$ cat src/rtl/assert_macros.svh
// Assertion macros used by the allocator controller.
`ifndef ASSERT_MACROS_SVH
`define ASSERT_MACROS_SVH
`ifndef SYNTH
// Property must hold at every clock edge outside reset.
`define CABA_ASSERT(label, clk, rstn, prop, msg) \
    label: assert property (@(posedge clk) disable iff (!rstn) prop) else $error(msg);
// Expression must never be true at a clock edge outside reset.
`define CABA_NEVER(label, clk, rstn, expr, msg) \
    label: assert property (@(posedge clk) disable iff (!rstn) !(expr)) else $error(msg);
`else
`define CABA_ASSERT(label, clk, rstn, prop, msg)
`define CABA_NEVER(label, clk, rstn, expr, msg)
`endif
`endif

$ cat src/rtl/caba_pkg.sv
// Shared types and constants of the chained arena bump allocator.
`default_nettype none
package caba_pkg;

    // Defaults of the top-level parameters.
    localparam int MAX_BLOCKS_DEF = 16;
    localparam int FAIL_LIMIT_DEF = 4;

    // Fixed field widths.
    localparam int SIZE_W      = 16;
    localparam int STATUS_W    = 2;
    localparam int BIDX_W      = 4;
    localparam int FAIL_W      = 3;
    localparam int S_TDATA_W   = 16;
    localparam int M_TDATA_W   = 24;
    localparam int M_TUSER_W   = 2;

    localparam logic [FAIL_W-1:0] FAIL_SAT     = 3'd7;
    localparam logic [SIZE_W-1:0] CAP_RESET    = 16'd4000;

    // Request kinds carried in s_tuser.
    localparam logic OP_ALLOC = 1'b0;
    localparam logic OP_RESET = 1'b1;

    // Result status codes carried in m_tuser.
    localparam logic [STATUS_W-1:0] STATUS_OK        = 2'd0;
    localparam logic [STATUS_W-1:0] STATUS_TOO_LARGE = 2'd1;
    localparam logic [STATUS_W-1:0] STATUS_NO_BLOCKS = 2'd2;
    localparam logic [STATUS_W-1:0] STATUS_RESET     = 2'd3;

    // Controller states.
    typedef enum logic [1:0] {
        ST_IDLE,
        ST_SCAN,
        ST_OUT
    } ctrl_state_t;

    // Flags of the search token that walks the cell chain.
    typedef struct packed {
        logic valid;
        logic found;
    } tok_flags_t;

    // Commands broadcast from the controller to every cell.
    typedef struct packed {
        logic clear;
        logic grow;
    } cell_cmd_t;

endpackage
`default_nettype wire

$ cat src/rtl/caba_cell.sv
// One block of the arena: its fill level, its failure counter and one token stage.
`default_nettype none
module caba_cell
    import caba_pkg::*;
#(
    parameter int FAIL_LIMIT = FAIL_LIMIT_DEF,
    parameter int CELL_INDEX = 0,
    parameter int IDX_W      = 4,
    parameter int CNT_W      = 5
) (
    input  wire  logic              aclk,
    input  wire  logic              aresetn,
    input  wire  logic [SIZE_W-1:0] capacity,
    input  wire  logic [SIZE_W-1:0] size,
    input  wire  logic [IDX_W-1:0]  cur_block,
    input  wire  logic [CNT_W-1:0]  blocks_used,
    input  wire  cell_cmd_t         cmd,
    input  wire  tok_flags_t        tok_in,
    input  wire  logic [IDX_W-1:0]  tok_in_idx,
    input  wire  logic [SIZE_W-1:0] tok_in_off,
    input  wire  logic [IDX_W-1:0]  tok_in_nc,
    output tok_flags_t              tok_out,
    output logic       [IDX_W-1:0]  tok_out_idx,
    output logic       [SIZE_W-1:0] tok_out_off,
    output logic       [IDX_W-1:0]  tok_out_nc
);

    localparam logic [IDX_W-1:0]  MY_IDX   = IDX_W'(CELL_INDEX);
    localparam logic [CNT_W-1:0]  MY_POS   = CNT_W'(CELL_INDEX);
    localparam logic [CNT_W-1:0]  MY_NEXT  = CNT_W'(CELL_INDEX + 1);
    localparam logic [IDX_W-1:0]  MY_NC    = IDX_W'(CELL_INDEX + 1);
    localparam logic [FAIL_W-1:0] LIMIT    = FAIL_W'(FAIL_LIMIT);

    logic [SIZE_W-1:0] fill_reg, fill_next;
    logic [FAIL_W-1:0] fail_reg, fail_next;
    tok_flags_t        tok_reg, tok_next;
    logic [IDX_W-1:0]  idx_reg, idx_next;
    logic [SIZE_W-1:0] off_reg, off_next;
    logic [IDX_W-1:0]  nc_reg, nc_next;

    logic in_range;
    logic below_tail;
    logic is_new;
    logic fits;

    // Position of this block relative to the scanned span.
    assign in_range   = (MY_POS >= CNT_W'(cur_block)) && (MY_POS < blocks_used);
    assign below_tail = in_range && (MY_NEXT < blocks_used);
    assign is_new     = (MY_POS == blocks_used);

    // The first block in span with strictly more free space than the size takes it.
    assign fits = tok_in.valid && !tok_in.found && in_range &&
                  (fill_reg < capacity) && ((capacity - fill_reg) > size);

    // Token stage: take the allocation or pass the token on.
    always_comb begin
        tok_next.valid = tok_in.valid;
        tok_next.found = tok_in.found || fits;
        idx_next       = fits ? MY_IDX : tok_in_idx;
        off_next       = fits ? fill_reg : tok_in_off;
        if (tok_in.valid && below_tail && (fail_reg > LIMIT)) begin
            nc_next = MY_NC;
        end else begin
            nc_next = tok_in_nc;
        end
    end

    // Block state: bump, append, raise the counter or clear.
    always_comb begin
        fill_next = fill_reg;
        fail_next = fail_reg;
        if (cmd.clear) begin
            fill_next = '0;
            fail_next = '0;
        end else if (cmd.grow) begin
            if (is_new) begin
                fill_next = size;
                fail_next = '0;
            end else if (below_tail && (fail_reg < FAIL_SAT)) begin
                fail_next = fail_reg + 1'b1;
            end
        end else if (fits) begin
            fill_next = fill_reg + size;
        end
    end

    always_ff @(posedge aclk) begin
        if (!aresetn) begin
            fill_reg <= '0;
            fail_reg <= '0;
            tok_reg  <= '0;
        end else begin
            fill_reg <= fill_next;
            fail_reg <= fail_next;
            tok_reg  <= tok_next;
        end
    end

    // Token payload needs no reset.
    always_ff @(posedge aclk) begin
        idx_reg <= idx_next;
        off_reg <= off_next;
        nc_reg  <= nc_next;
    end

    assign tok_out     = tok_reg;
    assign tok_out_idx = idx_reg;
    assign tok_out_off = off_reg;
    assign tok_out_nc  = nc_reg;

endmodule
`default_nettype wire

$ cat src/rtl/caba_ctrl.sv
// Controller: request intake, pool counters, capacity register and result register.
`default_nettype none
`include "assert_macros.svh"
module caba_ctrl
    import caba_pkg::*;
#(
    parameter int MAX_BLOCKS = MAX_BLOCKS_DEF,
    parameter int IDX_W      = 4,
    parameter int CNT_W      = 5
) (
    input  wire  logic                 aclk,
    input  wire  logic                 aresetn,
    input  wire  logic                 s_tvalid,
    output logic                       s_tready,
    input  wire  logic [S_TDATA_W-1:0] s_tdata,
    input  wire  logic                 s_tuser,
    output logic                       m_tvalid,
    input  wire  logic                 m_tready,
    output logic       [M_TDATA_W-1:0] m_tdata,
    output logic       [M_TUSER_W-1:0] m_tuser,
    input  wire  logic                 cfg_we,
    input  wire  logic [SIZE_W-1:0]    cfg_wdata,
    output logic       [SIZE_W-1:0]    capacity,
    output logic       [SIZE_W-1:0]    size,
    output logic       [IDX_W-1:0]     cur_block,
    output logic       [CNT_W-1:0]     blocks_used,
    output cell_cmd_t                  cmd,
    output tok_flags_t                 launch,
    input  wire  tok_flags_t           tail,
    input  wire  logic [IDX_W-1:0]     tail_idx,
    input  wire  logic [SIZE_W-1:0]    tail_off,
    input  wire  logic [IDX_W-1:0]     tail_nc
);

    localparam logic [CNT_W-1:0] MAX_CNT = CNT_W'(MAX_BLOCKS);

    ctrl_state_t         state_reg, state_next;
    logic [SIZE_W-1:0]   cap_reg;
    logic [CNT_W-1:0]    used_reg, used_next;
    logic [IDX_W-1:0]    cur_reg, cur_next;
    logic [SIZE_W-1:0]   size_reg, size_next;
    logic                launch_reg, launch_next;
    logic [STATUS_W-1:0] res_status_reg, res_status_next;
    logic [IDX_W-1:0]    res_idx_reg, res_idx_next;
    logic [SIZE_W-1:0]   res_off_reg, res_off_next;
    logic                m_valid_reg, m_valid_next;
    logic                m_load;
    logic [STATUS_W-1:0] m_status_reg;
    logic [BIDX_W-1:0]   m_idx_reg;
    logic [SIZE_W-1:0]   m_off_reg;
    logic [IDX_W+BIDX_W-1:0] res_idx_ext;
    logic                accept;

    assign s_tready = (state_reg == ST_IDLE);
    assign accept   = s_tvalid && s_tready;

    // Next state, pool counters and the pending result.
    always_comb begin
        state_next      = state_reg;
        used_next       = used_reg;
        cur_next        = cur_reg;
        size_next       = size_reg;
        launch_next     = 1'b0;
        res_status_next = res_status_reg;
        res_idx_next    = res_idx_reg;
        res_off_next    = res_off_reg;
        cmd             = '0;
        m_load          = 1'b0;
        unique case (state_reg)
            ST_IDLE: begin
                if (accept) begin
                    res_idx_next = '0;
                    res_off_next = '0;
                    if (s_tuser == OP_RESET) begin
                        cmd.clear       = 1'b1;
                        cur_next        = '0;
                        res_status_next = STATUS_RESET;
                        state_next      = ST_OUT;
                    end else if (s_tdata >= cap_reg) begin
                        res_status_next = STATUS_TOO_LARGE;
                        state_next      = ST_OUT;
                    end else begin
                        size_next   = s_tdata;
                        launch_next = 1'b1;
                        state_next  = ST_SCAN;
                    end
                end
            end
            ST_SCAN: begin
                if (tail.valid) begin
                    state_next = ST_OUT;
                    if (tail.found) begin
                        res_status_next = STATUS_OK;
                        res_idx_next    = tail_idx;
                        res_off_next    = tail_off;
                    end else if (used_reg == MAX_CNT) begin
                        res_status_next = STATUS_NO_BLOCKS;
                        res_idx_next    = '0;
                        res_off_next    = '0;
                    end else begin
                        // Append a block; the cells raise counters in the same cycle.
                        cmd.grow        = 1'b1;
                        cur_next        = tail_nc;
                        used_next       = used_reg + 1'b1;
                        res_status_next = STATUS_OK;
                        res_idx_next    = used_reg[IDX_W-1:0];
                        res_off_next    = '0;
                    end
                end
            end
            ST_OUT: begin
                if (!m_valid_reg || m_tready) begin
                    m_load     = 1'b1;
                    state_next = ST_IDLE;
                end
            end
            default: begin
                state_next = ST_IDLE;
            end
        endcase
        m_valid_next = m_load || (m_valid_reg && !m_tready);
    end

    always_ff @(posedge aclk) begin
        if (!aresetn) begin
            state_reg   <= ST_IDLE;
            cap_reg     <= CAP_RESET;
            used_reg    <= CNT_W'(1);
            cur_reg     <= '0;
            launch_reg  <= 1'b0;
            m_valid_reg <= 1'b0;
        end else begin
            state_reg   <= state_next;
            used_reg    <= used_next;
            cur_reg     <= cur_next;
            launch_reg  <= launch_next;
            m_valid_reg <= m_valid_next;
            if (cfg_we) begin
                cap_reg <= cfg_wdata;
            end
        end
    end

    // Block number on the bus is its low four bits.
    assign res_idx_ext = {{BIDX_W{1'b0}}, res_idx_reg};

    // Request and result payload registers.
    always_ff @(posedge aclk) begin
        size_reg       <= size_next;
        res_status_reg <= res_status_next;
        res_idx_reg    <= res_idx_next;
        res_off_reg    <= res_off_next;
        if (m_load) begin
            m_status_reg <= res_status_reg;
            m_idx_reg    <= res_idx_ext[BIDX_W-1:0];
            m_off_reg    <= res_off_reg;
        end
    end

    assign m_tvalid     = m_valid_reg;
    assign m_tuser      = m_status_reg;
    assign m_tdata      = {{(M_TDATA_W - SIZE_W - BIDX_W){1'b0}}, m_off_reg, m_idx_reg};
    assign capacity     = cap_reg;
    assign size         = size_reg;
    assign cur_block    = cur_reg;
    assign blocks_used  = used_reg;
    assign launch.valid = launch_reg;
    assign launch.found = 1'b0;

    // The chain always holds at least one block and never more than it has cells.
    `CABA_ASSERT(a_used_range, aclk, aresetn, (used_reg != '0) && (used_reg <= MAX_CNT), "blocks in use out of range")
    // The current block lies inside the chain.
    `CABA_ASSERT(a_cur_in_chain, aclk, aresetn, CNT_W'(cur_reg) < used_reg, "current block beyond tail")
    // A token only leaves the chain while the controller waits for it.
    `CABA_ASSERT(a_tail_in_scan, aclk, aresetn, tail.valid |-> (state_reg == ST_SCAN), "token outside scan")
    // A search is launched at most once per allocation request.
    `CABA_ASSERT(a_single_launch, aclk, aresetn, launch_reg |=> !launch_reg, "token launched twice")
    // Appending a block never happens at a full chain.
    `CABA_NEVER(a_grow_full, aclk, aresetn, cmd.grow && (used_reg == MAX_CNT), "append on full chain")

endmodule
`default_nettype wire

$ cat src/rtl/chained_arena_bump_allocator_top.sv
// Chained arena bump allocator: controller and the chain of block cells.
//
// Requests arrive on the s_ stream: s_tuser selects allocate (0) or pool
// reset (1), s_tdata carries the size in bytes. Each request yields one word
// on the m_ stream: m_tuser is the status, m_tdata the block and offset.
// cfg_we/cfg_wdata write the block capacity; write it only while idle.
// An allocation walks a token through one cell per block, one cell per
// clock; its result then passes the result register and the output
// register. Too-large and pool-reset requests are written straight to the
// result register and move on to the output register. One request is
// in work at a time; the next one is accepted in the cycle after the
// previous result has moved into the output register, even if the receiver
// has not taken it yet.
// When m_tready is low the result word holds and the block stops taking
// requests once its pending result cannot move on.
// After aresetn all blocks are empty, counters are clear, one block is in
// use and the capacity is 4000 bytes.
`default_nettype none
module chained_arena_bump_allocator_top
    import caba_pkg::*;
#(
    parameter int MAX_BLOCKS = MAX_BLOCKS_DEF,
    parameter int FAIL_LIMIT = FAIL_LIMIT_DEF
) (
    input  wire  logic                 aclk,
    input  wire  logic                 aresetn,
    input  wire  logic                 s_tvalid,
    output logic                       s_tready,
    input  wire  logic [S_TDATA_W-1:0] s_tdata,   // [15:0] alloc_size
    input  wire  logic                 s_tuser,   // [0] op
    output logic                       m_tvalid,
    input  wire  logic                 m_tready,
    output logic       [M_TDATA_W-1:0] m_tdata,   // [3:0] block_index, [19:4] offset, zero pad
    output logic       [M_TUSER_W-1:0] m_tuser,   // [1:0] status
    input  wire  logic                 cfg_we,
    input  wire  logic [SIZE_W-1:0]    cfg_wdata
);

    localparam int IDX_W = (MAX_BLOCKS > 1) ? $clog2(MAX_BLOCKS) : 1;
    localparam int CNT_W = $clog2(MAX_BLOCKS + 1);

    logic [SIZE_W-1:0] capacity;
    logic [SIZE_W-1:0] size;
    logic [IDX_W-1:0]  cur_block;
    logic [CNT_W-1:0]  blocks_used;
    cell_cmd_t         cmd;

    // Token links between neighboring cells; link 0 comes from the controller.
    tok_flags_t        tok     [0:MAX_BLOCKS];
    logic [IDX_W-1:0]  tok_idx [0:MAX_BLOCKS];
    logic [SIZE_W-1:0] tok_off [0:MAX_BLOCKS];
    logic [IDX_W-1:0]  tok_nc  [0:MAX_BLOCKS];

    assign tok_idx[0] = '0;
    assign tok_off[0] = '0;
    assign tok_nc[0]  = cur_block;

    caba_ctrl #(
        .MAX_BLOCKS (MAX_BLOCKS),
        .IDX_W      (IDX_W),
        .CNT_W      (CNT_W)
    ) u_ctrl (
        .aclk        (aclk),
        .aresetn     (aresetn),
        .s_tvalid    (s_tvalid),
        .s_tready    (s_tready),
        .s_tdata     (s_tdata),
        .s_tuser     (s_tuser),
        .m_tvalid    (m_tvalid),
        .m_tready    (m_tready),
        .m_tdata     (m_tdata),
        .m_tuser     (m_tuser),
        .cfg_we      (cfg_we),
        .cfg_wdata   (cfg_wdata),
        .capacity    (capacity),
        .size        (size),
        .cur_block   (cur_block),
        .blocks_used (blocks_used),
        .cmd         (cmd),
        .launch      (tok[0]),
        .tail        (tok[MAX_BLOCKS]),
        .tail_idx    (tok_idx[MAX_BLOCKS]),
        .tail_off    (tok_off[MAX_BLOCKS]),
        .tail_nc     (tok_nc[MAX_BLOCKS])
    );

    // One cell per block, chained in block order.
    for (genvar i = 0; i < MAX_BLOCKS; i++) begin : g_cell
        caba_cell #(
            .FAIL_LIMIT (FAIL_LIMIT),
            .CELL_INDEX (i),
            .IDX_W      (IDX_W),
            .CNT_W      (CNT_W)
        ) u_cell (
            .aclk        (aclk),
            .aresetn     (aresetn),
            .capacity    (capacity),
            .size        (size),
            .cur_block   (cur_block),
            .blocks_used (blocks_used),
            .cmd         (cmd),
            .tok_in      (tok[i]),
            .tok_in_idx  (tok_idx[i]),
            .tok_in_off  (tok_off[i]),
            .tok_in_nc   (tok_nc[i]),
            .tok_out     (tok[i+1]),
            .tok_out_idx (tok_idx[i+1]),
            .tok_out_off (tok_off[i+1]),
            .tok_out_nc  (tok_nc[i+1])
        );
    end

endmodule
`default_nettype wire

$ cat config.mk
export PLATFORM = sky130hd
export DESIGN_NAME = chained_arena_bump_allocator_top
export DESIGN_NICKNAME = d
export VERILOG_FILES = /design/src/rtl/caba_pkg.sv /design/src/rtl/caba_cell.sv /design/src/rtl/caba_ctrl.sv /design/src/rtl/chained_arena_bump_allocator_top.sv
export VERILOG_INCLUDE_DIRS = /design/src /design/src/rtl
export SDC_FILE = /design/constraint.sdc
export NUM_CORES = 2
export LEC_CHECK = 0
export BUFFER_PORTS_ARGS = -buffer_cell sky130_fd_sc_hd__buf_4
export CORE_MARGIN = 4
export CORE_UTILIZATION = 50
export CTS_CLUSTER_DIAMETER = 40
export DETAILED_ROUTE_END_ITERATION = 7
export PLACE_DENSITY = 0.61
export SETUP_SLACK_MARGIN = 0.05
export SYNTH_ARGS = -nofsm -noshare
export SYNTH_HDL_FRONTEND = slang
export SYNTH_HIERARCHICAL = 1
export SYNTH_SLANG_ARGS = --single-unit
export TNS_END_PERCENT = 1
$ cat constraint.sdc
create_clock -name aclk -period 6.5 [get_ports aclk]
set_input_delay 1.625 -clock aclk [delete_from_list [all_inputs] [get_ports aclk]]
set_output_delay 1.625 -clock aclk [all_outputs]
set_load 0.005 [all_outputs]
; ---- Word level (Yosys, flattened, before mapping)
; Index checks and enable logic that the tools add are counted.
[totals]
reg_bits = 805
in_bits = 38
output_inout_bits = 28
wordCells = 705
[op_classes]
n_addsub = 49
magnitude_cmp = 97
n_eq_ne = 41
n_mux = 134
n_bitwise = 7
n_reduce_logical = 253
[ops]
columns = op, count
row1 = $mux W16, 66
row2 = $add A16 B16 Y16, 16
row3 = $gt A16 B16 Y1, 16
row4 = $lt A16 B16 Y1, 16
row5 = $sub A16 B16 Y16, 16
row6 = $logic_and A1 B1 Y1, 144
row7 = $mux W3, 32
row8 = $reduce_bool A2 Y1, 33
row9 = $reduce_and A2 Y1, 32
row10 = $add A3 B1 Y3 const B, 16
row11 = $gt A3 B3 Y1 const B, 16
row12 = $lt A3 B3 Y1 const B, 16
row13 = $eq A4 B5 Y1 const A, 8
row14 = $lt A4 B5 Y1 const A, 8
row15 = $mux W4, 9
row16 = $ne A2 B1 Y1 const B, 18
row17 = $pmux W16 S2, 1
row18 = $ge A4 B4 Y1 const A, 7
row19 = $mux W2, 11
row20 = $eq A3 B5 Y1 const A, 4
row21 = $lt A3 B5 Y1 const A, 4
row22 = $logic_not A1 Y1, 17
row23 = $logic_or A1 B1 Y1, 17
row24 = $ge A16 B16 Y1, 1
row25 = other kinds (26), 57

; ---- Logic depth before layout (Yosys ltp)
[depth]
ltp_word = 7
mapped_depth = 22
depth_no_buf = 21

; ---- Cells and area by module
; Netlist, hierarchy kept.
[modules_own_cells]
columns = mod, n_inst, cells_each, area_each_um2, seq_area_each_um2
row1 = caba_cell at g_cell[5].u_cell, 1, 460, 3823.7, 900.9
row2 = caba_cell at g_cell[0].u_cell, 1, 448, 3693.5, 900.9
row3 = caba_cell at g_cell[11].u_cell, 1, 454, 3683.5, 900.9
row4 = caba_cell at g_cell[3].u_cell, 1, 445, 3683.5, 900.9
row5 = caba_cell at g_cell[14].u_cell, 1, 459, 3651.0, 900.9
row6 = caba_cell at g_cell[4].u_cell, 1, 460, 3649.8, 900.9
row7 = caba_cell at g_cell[12].u_cell, 1, 456, 3621.0, 900.9
row8 = caba_cell at g_cell[13].u_cell, 1, 459, 3609.7, 900.9
row9 = caba_cell at g_cell[9].u_cell, 1, 465, 3608.5, 900.9
row10 = caba_ctrl, 1, 274, 3606.0, 2382.3
row11 = caba_cell at g_cell[8].u_cell, 1, 448, 3598.5, 900.9
row12 = caba_cell at g_cell[10].u_cell, 1, 438, 3592.2, 900.9
row13 = caba_cell at g_cell[1].u_cell, 1, 453, 3592.2, 900.9
row14 = caba_cell at g_cell[15].u_cell, 1, 409, 3587.2, 900.9
row15 = +4 rows, --, --, --, --

; ---- Least setup slack after synthesis
; No wires, ideal clock.
[synth_timing]
path_kind = register to register
start = register u_ctrl.cap_reg[1], in the netlist u_ctrl/capacity[1]
end = register g_cell[12].u_cell.fill_reg[15]
setup_time_ns = 0.125
t_arrival_ns = 5.128
required_ns = 6.375
slack_ns = 1.247
path_stages_with_launch = 20
path_buffers = 1
period_less_slack_ns = 5.253
path_cell_list = dfxtp_1 ha_1 nor2b_1 o21ai_0 a21boi_0 o21ai_0 a21oi_1 or3_1 nand4_1 or3b_2 ha_1 nand4_2 or4_4 a21oi_2 nor3_1 or3b_1 buf_2 o21ai_4 nor2_1 o41a_1
[synth_via]
elab_chain_len = 5
word_cells_on_any_way = 7
cone_classes = add/sub: 1 / order compare: 2 / reduce/logical: 4
[synth_rtl]
columns = element, line_no
row1 = "start, declared", caba_ctrl.sv:38  ; logic [SIZE_W-1:0] cap_reg;
row2 = "start signal, assigned", caba_ctrl.sv:139  ; cap_reg <= cfg_wdata;
row3 = $sub A16 B16 Y16 or $lt A16 B16 Y1 (tied branches), caba_cell.sv:53  ; (fill_reg < capacity) && ((capacity - fill_reg) > size);
row4 = $gt A16 B16 Y1 or $logic_and A1 B1 Y1 (tied branches), "caba_cell.sv:53, caba_cell.sv:52"
row5 = $logic_and A1 B1 Y1 *, caba_cell.sv:53
row6 = $reduce_bool A2 Y1 (no line) *, --
row7 = $reduce_and A2 Y1 (no line) *, --
row8 = "end signal, assigned", caba_cell.sv:93  ; fill_reg <= fill_next;
row9 = "end, declared", caba_cell.sv:34  ; logic [SIZE_W-1:0] fill_reg, fill_next;
; Every way passes the cells marked *; elsewhere a longest branch is shown, timed or not.
; A chain may end at the register's enable or synchronous reset.

; ---- Worst setup path in the final report
; Same ends and word-level chain as after synthesis.

==> impl_metrics.yaml <==
run_status:
  status: "completed"
job:
  maxCapViolations: 0
clock_network:
  clk_pin_slew_ps: 60
  cts_buffers: 137
  postCtsHoldBufs: 0
  cts_tree: "built"
  clock_path_buffers: 3
  htree_levels: 4
  cts_sinks: 809
  clockRootBuffer: "clkbuf_16"
  clk_latency_ps: 760
  post_cts_buffers: 0
detailed_routing:
  drtPass1Iterations: 8
  route.detailed.drc: 0
  vias_per_cell: 6.07
  wl_per_cell_um: 22.7
  antenna_left: 0
  vias: 56400
  routed_wl_um: 211000
  drt_iter0_markers: 4929
finish:
  syn_to_final_growth_pct: 12.0
  layout_commonest_cell: "ha_1"
  fin_nets: 8436
  fillers: 11300
  drive_gt1_frac: 0.0966
  final_cell_count_no_fill: 9302
  layout_common_cells: "ha_1 (802), inv_1 (738), dfxtp_1 (728), nor2_1 (538), nand2_1 (536)"
  finish.utilization: 0.565
placed_design:
  dpl.cell_count: 9050
  routabilityCongestion: 0.951
  dp_hpwl_um: 155000
  numPortBuffers: 61
setup_path:
  cp.arrival_ps: 6640
  cpMaxStageDelayCell: "or3b_1"
  max_stage_delay_ps: 660
  critPathLaunch: "u_ctrl/capacity[1]"
  r2r-start: "u_ctrl/capacity[1]"
  crit_type: "reg -> reg"
  critical_path.cell_chain: "buf_4 > inv_1 > fa_1 > nor2b_1 > o31a_1 > o211a_1 > o21a_1 > o21ai_0 > a21oi_1 > nor4_1 > a311o_1 > ha_1 > nand4_2 > or4_4 > a21oi_2 > nor3_1 > or3b_1 > o21ai_4 > nor2_1 > o41a_1"
  critPathBufInv: 2
  critical_path.top_delay_family: "compound AO/OA/AOI/OAI gates"
  cp-start-kind: "register"
  crit_fanout: 17
  crit_path_end_kind: "register"
  cp_data_required_time_ps: 7110
sta:
  setup_viol: 0
  timing.fmax_ghz: 0.166
  fin_skew_ps: 36.3
  worstMarginPinSlew_ps: 1200
  fin_crit_ps: 6030
  fin_crit_sh: 0.928
  rsz0062_at_grt: "false"
  hold_violations: 0
  setup-tns-final_ps: 0
  maxSlewHeadroom: 0.198
  final-max-slew-violation-count: 0
power:
  p_leak_nw: 29.9
  ir_worst_vdd_mv: 0.270
  power_density_nw_per_um2: 220
synth:
  synth-adder-area-share: 0.173
  yosys.area_share.xor_xnor: 0.0462
  synth-edff-count: 60
  synthMuxAreaShare: 0.0210
  ys.flop_type: "dfxtp_1"
  synthSimpleGateAreaFrac: 0.190
  ys_warn_count: 6
  synth_compound_area_frac: 0.233
  yosysSeqAreaShare: 0.273
  netlist-cell-type-count: 141
  postSynthCellCount: 7441
  ys_top_cells_by_area: "dfxtp_1 (24%), ha_1 (16%), inv_1 (4.5%), a21oi_1 (4.0%), o21ai_0 (3.7%)"
  synth_top_area_share: 0.243
  synth_area_leader_cell: "dfxtp_1"
  synth_top_family_by_area: "compound AO/OA/AOI/OAI gates"
  async_flop_share: 0
  postSynthAreaPerCell_um2: 8.28
  synth_area_um2: 61600
  synth-seq-cells: 809
floorplanning:
  core_um2: 122000
  die_h_um: 359
  die_area_um2: 129000
  die_x_um: 359
  num_io_pins: 66
  num_rows: 128
  start_util: 0.505
global_route:
  grt_pass1_wl_um: 316000
  grt_usage: 0.313
  antenna_found_initial: 4
  grt_pass1_vias: 53300
  grt_max_degree: 87
  grt-ovfl-total: 0
hold_path:
  hold_path_class: "reg -> reg"
  min-delay-start: "g_cell[12].u_cell/tok_out_idx[3]"
## per-layer routing
layer  wire [um]  global-route usage  up-vias
met1       88000               0.394    26700
met3       14000              0.0458      524
met4       13100               0.175        2
met5          14                   0        -
li1            -                   -    27300
met2       96000               0.514     1979
## synth_stat cells, types with 125 or more instances
library cell	count
a21oi_1	492
inv_1	738
a211oi_1	169
dfxtp_1	749
nand4_1	125
nor3_1	193
xnor2_1	214
nor2_1	539
o21ai_0	456
nand2_1	536
ha_1	802
nor2b_1	150
nand3_1	180
## cell type report
class                   count  area (um^2)  share of cell area
flip-flops and latches    809        16800               0.244
multi-input cells        5694        41000               0.594
repair buffers            179         1460              0.0211
clock buffers             157         3660              0.0531
inverters                 743         2790              0.0404
diodes                      4         10.0            0.000145
well taps                1625         2030              0.0295
clock inverters            91         1220              0.0176
## per-stage QoR
stage,power [mW],setup WS [ps],hold slack (ps),cell area [um^2]
2_1_floorplan,6.92,1250,386,61700
3_3_place_gp,7.58,664,393,64100
3_5_place_dp,7.62,579,393,64100
4_1_cts,15.3,576,397,69000
5_1_grt,15.8,180,412,69000
6_report,15.2,467,401,69000
## worst register-to-register path: stages, from the launching register on
cell and delay [ps]:
dfxtp_2 600, buf_4 330, inv_1 90, fa_1 470, nor2b_1 180, o31a_1 260, o211a_1 200, o21a_1 120
o21ai_0 120, a21oi_1 260, nor4_1 70, a311o_1 320, ha_1 330, nand4_2 140, or4_4 560, a21oi_2 120
nor3_1 60, or3b_1 660, o21ai_4 520, nor2_1 90, o41a_1 390
## cells by family after synthesis
kind of cell,after synthesis
and+or+nand+nor,2308
AOI/OAI and AO/OA,2080
buffers and inverters,961
adders and majority gates,834
DFF,809
xor gates and xnor gates,325
muxes,122
other,2
## power by group
part / switching, mW / leakage [nW] / internal [mW] / total, mW
clock network: 2.86 / 2.36 / 4.75 / 7.62
registers: 0.122 / 6.73 / 5.18 / 5.30
logic: 1.38 / 20.8 / 0.888 / 2.27
## repair_timing
item	4_1_cts	5_1_grt
endpoints found under the hold margin	0	0
endpoints found under the setup margin	0	1
resized for setup	0	1
## worst paths after layout
check | slack, ps | cells after the start | end
hold reg to reg | 400 | 1 | g_cell[13].u_cell/tok_out_idx[3]
setup / recovery | 470 | 20 | g_cell[12].u_cell/fill_reg[15]
setup reg to reg | 470 | 20 | g_cell[12].u_cell/fill_reg[15]
hold / removal | 400 | 1 | g_cell[13].u_cell/tok_out_idx[3]
(Power assumes the default switching activity.)
